**config.mk**
```make
export PLATFORM = sky130hd
export DESIGN_NAME = fixed_block_pool_allocator_unit
export DESIGN_NICKNAME = d
export VERILOG_FILES = /design/src/sv/fbpa_pkg.sv /design/src/sv/fixed_block_pool_allocator_unit.sv /design/src/sv/fbpa_ctrl.sv /design/src/sv/fbpa_dpath.sv
export SDC_FILE = /design/constraint.sdc
export NUM_CORES = 1
export LEC_CHECK = 0
export BUFFER_PORTS_ARGS = -buffer_cell sky130_fd_sc_hd__buf_2
export CAP_MARGIN = 20
export CORE_ASPECT_RATIO = 0.75
export CORE_MARGIN = 2
export CORE_UTILIZATION = 50
export DETAILED_ROUTE_END_ITERATION = 16
export PLACE_DENSITY = 0.75
export SYNTH_ARGS = -nofsm -noshare
export SYNTH_HDL_FRONTEND = slang
export SYNTH_SLANG_ARGS = --single-unit
```
**constraint.sdc**
```tcl
create_clock -name clk -period 7 [get_ports clk]
set_clock_uncertainty 0.15 [all_clocks]
set_input_delay 1.05 -clock clk [delete_from_list [all_inputs] [get_ports clk]]
set_output_delay 1.05 -clock clk [all_outputs]
set_load 0.05 [all_outputs]
```
**src/sv/fbpa_pkg.sv**
```systemverilog
// shared constants and types for the fixed block pool allocator
`default_nettype none
package fbpa_pkg;

  localparam int MAX_SLOTS = 64;
  localparam int SLOT_W = $clog2(MAX_SLOTS);
  localparam int COUNT_W = $clog2(MAX_SLOTS + 1);

  localparam int BYTES_W = 16;
  localparam int LIMIT_W = 7;
  localparam int HANDLE_W = 8;
  localparam int STATUS_W = 3;
  localparam int CFG_DATA_W = 16;
  localparam int CFG_INDEX_W = 1;

  localparam int CMP_W = (HANDLE_W > COUNT_W) ? HANDLE_W : COUNT_W;
  localparam int LCMP_W = (LIMIT_W > COUNT_W) ? LIMIT_W : COUNT_W;

  localparam logic CMD_ALLOC = 1'b0;
  localparam logic CMD_FREE = 1'b1;

  localparam logic [CFG_INDEX_W-1:0] CFG_BLOCK_BYTES = 1'b0;
  localparam logic [CFG_INDEX_W-1:0] CFG_SLOT_LIMIT = 1'b1;

  localparam logic [BYTES_W-1:0] BLOCK_BYTES_RESET = 16'd64;
  localparam logic [LIMIT_W-1:0] SLOT_LIMIT_RESET = 7'd64;

  localparam logic [STATUS_W-1:0] ST_GIVEN = 3'd0;
  localparam logic [STATUS_W-1:0] ST_TOO_LARGE = 3'd1;
  localparam logic [STATUS_W-1:0] ST_FULL = 3'd2;
  localparam logic [STATUS_W-1:0] ST_FREED = 3'd3;
  localparam logic [STATUS_W-1:0] ST_NOT_IN_POOL = 3'd4;
  localparam logic [STATUS_W-1:0] ST_ALREADY_FREE = 3'd5;

  typedef struct packed {
    logic capture;
    logic issue_pop;
    logic finish_exec;
    logic finish_pop;
  } ctrl_cmd_t;

  typedef struct packed {
    logic pop;
    logic out_free;
  } dp_stat_t;

endpackage
`default_nettype wire

```
**src/sv/fixed_block_pool_allocator_unit.sv**
```systemverilog
// top level of the fixed block pool allocator
// the result is registered from the execute state, or from the pop state when a freed slot is reused
// in_stall is held from capture until the result is written, so a new transaction waits for
// the execute state, plus the pop state with the registered read of the free stack memory on reuse;
// the next input is taken while a finished result still waits at the output register
// synchronous reset: all slots uncreated and not in use, config back to 64 bytes and 64 slots
`default_nettype none
module fixed_block_pool_allocator_unit
  import fbpa_pkg::*;
(
  input  wire logic                   clk,
  input  wire logic                   rst,
  input  wire logic                   cfg_write,
  input  wire logic [CFG_INDEX_W-1:0] cfg_index,
  input  wire logic [CFG_DATA_W-1:0]  cfg_data,
  input  wire logic                   in_valid,
  output logic                        in_stall,
  input  wire logic                   command,
  input  wire logic [BYTES_W-1:0]     request_bytes,
  input  wire logic [HANDLE_W-1:0]    handle,
  output logic                        out_valid,
  input  wire logic                   out_stall,
  output logic [STATUS_W-1:0]         status,
  output logic [SLOT_W-1:0]           slot
);

  ctrl_cmd_t cmd;
  dp_stat_t  stat;

  fbpa_ctrl u_ctrl (
    .clk      (clk),
    .rst      (rst),
    .in_valid (in_valid),
    .in_stall (in_stall),
    .stat     (stat),
    .cmd      (cmd)
  );

  fbpa_dpath u_dpath (
    .clk           (clk),
    .rst           (rst),
    .cfg_write     (cfg_write),
    .cfg_index     (cfg_index),
    .cfg_data      (cfg_data),
    .command       (command),
    .request_bytes (request_bytes),
    .handle        (handle),
    .cmd           (cmd),
    .stat          (stat),
    .out_valid     (out_valid),
    .out_stall     (out_stall),
    .status        (status),
    .slot          (slot)
  );

endmodule
`default_nettype wire

```
**src/sv/fbpa_ctrl.sv**
```systemverilog
// controller state machine of the fixed block pool allocator
`default_nettype none
module fbpa_ctrl
  import fbpa_pkg::*;
(
  input  wire logic      clk,
  input  wire logic      rst,
  input  wire logic      in_valid,
  output logic           in_stall,
  input  wire dp_stat_t  stat,
  output ctrl_cmd_t      cmd
);

  typedef enum logic [1:0] {
    S_IDLE,
    S_EXEC,
    S_POP
  } state_t;

  state_t state;
  state_t state_next;

  always_comb begin
    cmd = '0;
    state_next = state;
    case (state)
      S_IDLE: begin
        if (in_valid) begin
          cmd.capture = 1'b1;
          state_next = S_EXEC;
        end
      end
      S_EXEC: begin
        if (stat.pop) begin
          cmd.issue_pop = 1'b1;
          state_next = S_POP;
        end else if (stat.out_free) begin
          cmd.finish_exec = 1'b1;
          state_next = S_IDLE;
        end
      end
      S_POP: begin
        if (stat.out_free) begin
          cmd.finish_pop = 1'b1;
          state_next = S_IDLE;
        end
      end
      default: state_next = S_IDLE;
    endcase
  end

  assign in_stall = (state != S_IDLE);

  always_ff @(posedge clk) begin
    if (rst) begin
      state <= S_IDLE;
    end else begin
      state <= state_next;
    end
  end

endmodule
`default_nettype wire

```
**src/sv/fbpa_dpath.sv**
```systemverilog
// datapath of the fixed block pool allocator: config, slot state, free stack, result
`default_nettype none
module fbpa_dpath
  import fbpa_pkg::*;
(
  input  wire logic                   clk,
  input  wire logic                   rst,
  input  wire logic                   cfg_write,
  input  wire logic [CFG_INDEX_W-1:0] cfg_index,
  input  wire logic [CFG_DATA_W-1:0]  cfg_data,
  input  wire logic                   command,
  input  wire logic [BYTES_W-1:0]     request_bytes,
  input  wire logic [HANDLE_W-1:0]    handle,
  input  wire ctrl_cmd_t              cmd,
  output dp_stat_t                    stat,
  output logic                        out_valid,
  input  wire logic                   out_stall,
  output logic [STATUS_W-1:0]         status,
  output logic [SLOT_W-1:0]           slot
);

  logic [BYTES_W-1:0]  block_bytes;
  logic [LIMIT_W-1:0]  slot_limit;
  logic [MAX_SLOTS-1:0] in_use;
  logic [COUNT_W-1:0]  free_count;
  logic [COUNT_W-1:0]  created_count;

  logic                command_q;
  logic [BYTES_W-1:0]  request_q;
  logic [HANDLE_W-1:0] handle_q;

  logic [SLOT_W-1:0] stack_mem [MAX_SLOTS];
  logic [SLOT_W-1:0] pop_data;

  logic                too_large;
  logic                pool_full;
  logic                not_in_pool;
  logic                already_free;
  logic                do_create;
  logic                do_free;
  logic [SLOT_W-1:0]   handle_slot;
  logic [COUNT_W-1:0]  pop_count;
  logic [STATUS_W-1:0] exec_status;
  logic [SLOT_W-1:0]   exec_slot;

  assign handle_slot = handle_q[SLOT_W-1:0];
  assign pop_count = free_count - COUNT_W'(1);

  always_comb begin
    too_large = (request_q > block_bytes);
    pool_full = (LCMP_W'(created_count) >= LCMP_W'(slot_limit)) ||
                (created_count == COUNT_W'(MAX_SLOTS));
    not_in_pool = (CMP_W'(handle_q) >= CMP_W'(created_count)) ||
                  (CMP_W'(handle_q) >= CMP_W'(MAX_SLOTS));
    already_free = !in_use[handle_slot];
    stat.pop = (command_q == CMD_ALLOC) && !too_large && (free_count != '0);
    stat.out_free = !out_valid || !out_stall;
    do_create = 1'b0;
    do_free = 1'b0;
    exec_slot = '0;
    if (command_q == CMD_ALLOC) begin
      if (too_large) begin
        exec_status = ST_TOO_LARGE;
      end else if (pool_full) begin
        exec_status = ST_FULL;
      end else begin
        exec_status = ST_GIVEN;
        exec_slot = created_count[SLOT_W-1:0];
        do_create = 1'b1;
      end
    end else begin
      if (not_in_pool) begin
        exec_status = ST_NOT_IN_POOL;
      end else if (already_free) begin
        exec_status = ST_ALREADY_FREE;
        exec_slot = handle_slot;
      end else begin
        exec_status = ST_FREED;
        exec_slot = handle_slot;
        do_free = 1'b1;
      end
    end
  end

  // free stack memory
  always_ff @(posedge clk) begin
    if (cmd.finish_exec && do_free && (free_count < COUNT_W'(MAX_SLOTS))) begin
      stack_mem[free_count[SLOT_W-1:0]] <= handle_slot;
    end
    if (cmd.issue_pop) begin
      pop_data <= stack_mem[pop_count[SLOT_W-1:0]];
    end
  end

  always_ff @(posedge clk) begin
    if (cmd.capture) begin
      command_q <= command;
      request_q <= request_bytes;
      handle_q <= handle;
    end
    if (cmd.finish_exec) begin
      status <= exec_status;
      slot <= exec_slot;
    end else if (cmd.finish_pop) begin
      status <= ST_GIVEN;
      slot <= pop_data;
    end
  end

  always_ff @(posedge clk) begin
    if (rst) begin
      block_bytes <= BLOCK_BYTES_RESET;
      slot_limit <= SLOT_LIMIT_RESET;
      in_use <= '0;
      free_count <= '0;
      created_count <= '0;
      out_valid <= 1'b0;
    end else begin
      if (cfg_write) begin
        case (cfg_index)
          CFG_BLOCK_BYTES: block_bytes <= cfg_data[BYTES_W-1:0];
          CFG_SLOT_LIMIT: slot_limit <= cfg_data[LIMIT_W-1:0];
          default: ;
        endcase
      end
      if (cmd.issue_pop) begin
        free_count <= pop_count;
      end
      if (cmd.finish_exec && do_create) begin
        created_count <= created_count + COUNT_W'(1);
        in_use[created_count[SLOT_W-1:0]] <= 1'b1;
      end
      if (cmd.finish_exec && do_free) begin
        in_use[handle_slot] <= 1'b0;
        if (free_count < COUNT_W'(MAX_SLOTS)) begin
          free_count <= free_count + COUNT_W'(1);
        end
      end
      if (cmd.finish_pop) begin
        in_use[pop_data] <= 1'b1;
      end
      if (cmd.finish_exec || cmd.finish_pop) begin
        out_valid <= 1'b1;
      end else if (!out_stall) begin
        out_valid <= 1'b0;
      end
    end
  end

endmodule
`default_nettype wire
```
==> results.toml, run 1 <==
[final_layout]
syn_to_final_growth_pct = 11.1
fin_area_um2 = 25700
instances_no_fill = 2255
diodes = 0
final_core_util_pct = 56.0
drive_gt1_share_pct = 22.6
fill_cells = 3439
fin_nets = 1703

[global_routing]
grt_pass1_wl_mm = 89.1
grt_max_degree = 64
grt_pass1_vias = 14100
grt_overflow = 0
grt_usage_pct = 24.9
antenna_found_initial = 0

[critical_path]
crit_path_end = "u_dpath.stack_mem[9][4]"
startpoint = "u_dpath.handle_q[1]"
required_ns = 7.07
end_kind = "register"
crit_fanout = 24
worst_setup_path_start_kind = "register"
crit_slowest_cell = "edfxtp_1"
crit_type = "reg2reg"
reg2reg_slack_ns = 1.93
worstReg2RegEnd = "u_dpath.stack_mem[9][4]"
crit_arrival_ns = 5.14
cp_slowest_stage_delay_ns = 1.11
path_cells = "or3b_2, o22ai_1, o311ai_1, o2111a_1, nand3_2, or4b_1, nor2_1"
reg2reg_from = "u_dpath.handle_q[1]"
r2r_cells = 7

[yosys]
yosysWarningCount = 0
ys_seq_area_share_pct = 64.1
synth_edf_count = 424
synth_ff_type = "edfxtp_1"
synth_largest_area_cell = "edfxtp_1"
ys_ff_latch = 528
synth.avg_cell_area_um2 = 14.6
synth_fp_nets = 1661
postSynthCellCount = 1579
synth_top_area_share_pct = 55.1
synth_cell_types = 75
synthArstFlopShare_pct = 0
synth_area_leaders = "edfxtp_1 55%, mux4_2 13%, dfxtp_1 9.0%, nor2_1 3.0%, ha_1 1.9%"
synth_area_um2 = 23100

[placed_design]
dp.cells = 2163
dp_hpwl_mm = 38.4
place_ws_ns = 2.08
portBuffers = 57
placed_cell_area_um2 = 24000
place.gp.congestion = 0.983

[sta]
fin_crit_ns = 5.07
rsz0062_at_grt = "no"
final-max-slew-violation-count = 0
setup_tns_ns = 0
max_freq_mhz = 197
setup_viol = 0
whs_ns = 0.304
fin_ws_ns = 1.93
worst-slew-pin-transition_ns = 1.19
max_slew_margin_pct = 20.6
finalHoldViolations = 0
fin_crit_sh_pct = 72.5

[outcome]
status = "finished, final reports clean"

[routing]
drcViolationCount = 0
via_per_inst = 6.56
dr.pass1.iters = 8
drtAntennaViolNets = 0
vias = 14800
avgRoutedWirePerCell_um = 26.1
wl_mm = 58.8
drt-initial-drc-count = 2425

[cts]
cts_num_sinks = 528
ctsHoldBuffers = 0
clk-insertion-delay-late_ns = 0.59
cts_setup_buffers = 0
cts_resized = 0
cts_buffer_depth = 3
cts_root_buffer = "clkbuf_16"
cts.htree.levels = 2
cts_tree = "built"
path_clk_slew_ns = 0.06
cts_buffers = 50

[die]
core-area_um2 = 45900
initial_core_util_pct = 50.4
pin_count = 58
row_count = 68
dieArea_um2 = 48000
die_h_um = 190
die_w_um = 252

[power]
p_leak_nw = 8.24
power_density_nw_per_um2 = 251
finalPower_mw = 6.44
ir_drop_mv = 0.234

[worst_hold_path]
hold_class = "reg2reg"

[run]
maxCapViolCount = 0
## layout make-up
| cell class | instances | area (µm²) | area share [%] |
|---|---|---|---|
| sequential | 528 | 14800 | 57.7 |
| inverter | 41 | 154 | 0.599 |
| timing repair buffer | 89 | 522 | 2.03 |
| clock inverter | 32 | 390 | 1.52 |
| clock buffer | 59 | 1310 | 5.08 |
| tap | 595 | 744 | 2.90 |
| multi-input combinational | 911 | 7760 | 30.2 |
## worst min-delay path by stage
stage,start,end,cells after the start
2_1_floorplan,u_dpath.slot_limit[6],u_dpath.slot_limit[6],1
3_3_place_gp,u_dpath.block_bytes[13],u_dpath.block_bytes[13],2
6_report,u_dpath.block_bytes[12],u_dpath.block_bytes[12],2
5_1_grt,u_dpath.block_bytes[14],u_dpath.block_bytes[14],2
4_1_cts,u_dpath.block_bytes[14],u_dpath.block_bytes[14],2
3_5_place_dp,u_dpath.block_bytes[14],u_dpath.block_bytes[14],2
## cell families after synthesis
kind of cell | count (synthesis) | share of synthesized area [%]
muxes | 144 | 13.5
and+or+nand+nor | 491 | 10.5
buffers and inverters | 140 | 2.54
DFF | 528 | 64.1
xor gates and xnor gates | 6 | 0.227
AOI/OAI and AO/OA | 235 | 7.26
adders and majority gates | 35 | 1.89
## critical path, delay by kind of cell (launching register included)
family           cells  cell delay, ns
AO/OA/AOI/OAI        3            0.93
flip-flops           1            1.11
AND/OR/NAND/NOR      4            2.49
## power breakdown
part	total [mW]	switching, mW	internal [mW]	leakage [nW]
clock	2.79	1.18	1.60	0.828
sequential	3.43	0.0192	3.41	4.67
combinational	0.227	0.161	0.0655	2.74
total	6.44	1.36	5.08	8.24
## registers in the layout (all words and copies together), names as in the netlist
register               flops
u_dpath.in_use            64
u_ctrl.state               2
u_dpath.slot_limit         7
u_dpath.status             3
u_dpath.handle_q           8
u_dpath.stack_mem        384
u_dpath.request_q         16
u_dpath.block_bytes       16
u_dpath.slot               6
u_dpath.command_q          1
u_dpath.created_count      7
u_dpath.free_count         7
u_dpath.pop_data           6
u_dpath.out_valid          1
## layout by cell type (no fill, tap or decap), types with 19 or more instances in the layout
| cell | n |
|---|---|
| nand3_1 | 22 |
| ha_1 | 34 |
| nor2_1 | 183 |
| a311oi_1 | 19 |
| inv_1 | 38 |
| nand2_1 | 90 |
| a21oi_1 | 40 |
| mux4_2 | 134 |
| nand2b_1 | 29 |
| edfxtp_1 | 424 |
| clkbuf_16 | 50 |
| dfxtp_1 | 103 |
| buf_4 | 28 |
| buf_2 | 60 |
| a211oi_1 | 46 |
| nor3_1 | 34 |
| a31oi_1 | 63 |
| or2_2 | 44 |
## per-layer routing
metal  up-vias  wire, µm  track usage, %
met5         -         0               0
met4         0      1290            5.87
met3       125      7640            6.66
met2      1004     25100            34.9
met1      7391     24800            38.7
li1       6269         -               -
## synth_stat cells, drive strengths merged (6+ instances only)
master / n
edfxtp: 424
nor2: 184
mux4: 134
dfxtp: 104
nand2: 90
a31oi: 63
clkbuf: 63
a211oi: 46
or2: 44
a21oi: 40
inv: 39
buf: 36
nor3: 36
ha: 35
nand2b: 29
nand3: 23
a311oi: 19
nor4: 15
o21ai: 12
or3: 12
nor2b: 10
nand4: 9
a21o: 8
and3: 8
mux2i: 8
or3b: 6
(Power assumes the default switching activity.)
==> run 2, diff against run 1 <==
==> constraint.sdc (replaced) <==
create_clock -name clk -period 4.77 [get_ports clk]
set_clock_uncertainty 0.15 [all_clocks]
set_input_delay 0.7155 -clock clk [delete_from_list [all_inputs] [get_ports clk]]
set_output_delay 0.7155 -clock clk [all_outputs]
set_load 0.05 [all_outputs]
==> run 2 against run 1 <==
- sequential cell count did not move
- sequential power up 46%
- first-iteration DRC count is 9.0% lower
- critical path depth up 3
==> results.toml, run 2 (synthesis gave the netlist of run 1 again) <==
[die]
initial_core_util_pct = 50.4
core-area_um2 = 45900
die_w_um = 252
dieArea_um2 = 48000
pin_count = 58
row_count = 68
die_h_um = 190

[routing]
avgRoutedWirePerCell_um = 26.1
drcViolationCount = 0
drtAntennaViolNets = 0
drt-initial-drc-count = 2207
via_per_inst = 6.41
vias = 14800
wl_mm = 60.1
dr.pass1.iters = 6

[critical_path]
crit_type = "reg2reg"
cp_slowest_stage_delay_ns = 0.81
crit_slowest_cell = "or4_1"
crit_arrival_ns = 4.35
worst_setup_path_start_kind = "register"
crit_fanout = 8
reg2reg_slack_ns = 0.48
required_ns = 4.83
cp_num_buf_inv = 2
end_kind = "register"
worstReg2RegEnd = "u_dpath.stack_mem[52][4]"
critPathTopFamily = "simple AND/OR/NAND/NOR gates"
r2r_cells = 10
reg2reg_from = "u_dpath.handle_q[0]"
path_cells = "inv_1, ha_1, nand2b_1, a2111oi_0, o311ai_0, buf_4, nor2_2, nand3_2, or4_1, nor2_1"

[power]
swShare_pct = 20.7
clockPowerShare_pct = 45.3
seqPwrFrac_pct = 51.2
p_leak_nw = 8.56
ir_drop_mv = 0.319
pwr-share-comb_pct = 3.5
p_int_mw = 7.78
power_density_nw_per_um2 = 373
p_switching_mw = 2.03

[final_layout]
layout_common_cells = "424 x edfxtp_1, 183 x nor2_1, 134 x mux4_2"
largest_reg_flops = 384
syn_to_final_growth_pct = 13.7
final_core_util_pct = 57.3
fin_nets = 1749
fill_cells = 3481
final_common_cell = "edfxtp_1"
ff_latch_area_um2 = 14800
diodes = 0
multi_input_area_um2 = 7760
fin_area_um2 = 26300
drive_gt1_share_pct = 24.7

[run]
maxCapViolCount = 0

[cts]
cts_buffer_depth = 3
cts.htree.levels = 2
cts_num_sinks = 528
ctsHoldBuffers = 0
cts_resized = 0
cts_root_buffer = "clkbuf_16"
path_clk_slew_ns = 0.06
cts_buffers = 50
clk-insertion-delay-late_ns = 0.58
cts_tree = "built"
cts_setup_buffers = 0

[placed_design]
placed_cell_area_um2 = 24400
place.gp.congestion = 1.01
portBuffers = 57
dp_hpwl_mm = 38.6

[worst_hold_path]
whs_path_depth = 1
whs_endpoint = "u_dpath.request_q[3]"
hold_class = "in2reg"
min_from = "request_bytes[3]"

[global_routing]
grt_pass1_vias = 14500
grt_usage_pct = 25.3
antenna_found_initial = 2
grt_max_degree = 74
grt_pass1_wl_mm = 90.2
grt_overflow = 0

[sta]
finalHoldViolations = 0
rsz0062_at_grt = "no"
fin_crit_ns = 4.29
final-max-slew-violation-count = 0
worst-slew-pin-transition_ns = 1.20
max_slew_margin_pct = 19.9
whs_ns = 0.164
setup_viol = 0
fin_crit_sh_pct = 89.9
max_freq_mhz = 233

[outcome]
status = "finished, final reports clean"
==> run 2: cell types whose count changed in the layout (fill, tap and decap cells not counted), moves of 2 or more <==
cell and delta:
buf_4 +41, buf_12 +6, bufinv_16 +6, clkinv_2 -5
clkinvlp_4 +4, buf_2 -3, clkbuf_8 -2
==> run 2: worst max path at each step <==
stage	cells after the start	startpoint	endpoint
2_1_floorplan	14	u_dpath.handle_q[0]	u_dpath.stack_mem[14][0]
6_report	10	u_dpath.handle_q[0]	u_dpath.stack_mem[52][4]
3_3_place_gp	10	u_dpath.handle_q[0]	u_dpath.stack_mem[25][2]
3_5_place_dp	10	u_dpath.handle_q[0]	u_dpath.stack_mem[25][1]
4_1_cts	10	u_dpath.handle_q[0]	u_dpath.stack_mem[25][4]
5_1_grt	10	u_dpath.handle_q[0]	u_dpath.stack_mem[25][1]
==> run 2: power groups by stage <==
stage | Clock [mW] | Combinational, mW | Sequential [mW]
4_1_cts | 4.49 | 0.338 | 5.02
2_1_floorplan | 0 | 0.176 | 5.16
3_3_place_gp | 0 | 0.329 | 5.12
3_5_place_dp | 0 | 0.338 | 5.12
5_1_grt | 4.67 | 0.376 | 5.02
6_report | 4.44 | 0.347 | 5.02
==> run 2: worst reg2reg max path, delay by kind of cell (launching register included) <==
family | cells | cell delay [ns]
flip-flops | 1 | 0.47
adder cells (fa/ha/maj) | 1 | 0.26
AND/OR/NAND/NOR | 5 | 1.98
AO/OA/AOI/OAI | 2 | 0.66
buffers and inverters | 2 | 0.40
==> run 2: metrics by stage <==
| step | TNS (ns) | std cells | setup WS, ns | power, mW |
|---|---|---|---|---|
| floorplan | -3.57 | 1579 | -0.0842 | 5.33 |
| global route | 0 | 2304 | 0.303 | 10.1 |
| finish | 0 | 2304 | 0.480 | 9.81 |
| detailed placement | 0 | 2208 | 0.538 | 5.46 |
| CTS | 0 | 2302 | 0.548 | 9.85 |
| global placement | 0 | 2204 | 0.726 | 5.45 |
==> run 2: routing by layer <==
layer / track usage [%] / share of wire, %
met1: 37.7 / 42
met2: 35.8 / 43
met3: 8.14 / 13
met4: 7.19 / 2.5
met5: 0 / 0.022
==> run 2: final cells by class <==
| type | count | share of cell area (%) |
|---|---|---|
| Clock buffer | 59 | 4.97 |
| Inverter | 41 | 0.586 |
| Tap cell | 595 | 2.83 |
| Sequential cell | 528 | 56.4 |
| Clock inverter | 35 | 2.03 |
| Timing Repair Buffer | 135 | 3.69 |
| Multi-Input combinational cell | 911 | 29.5 |
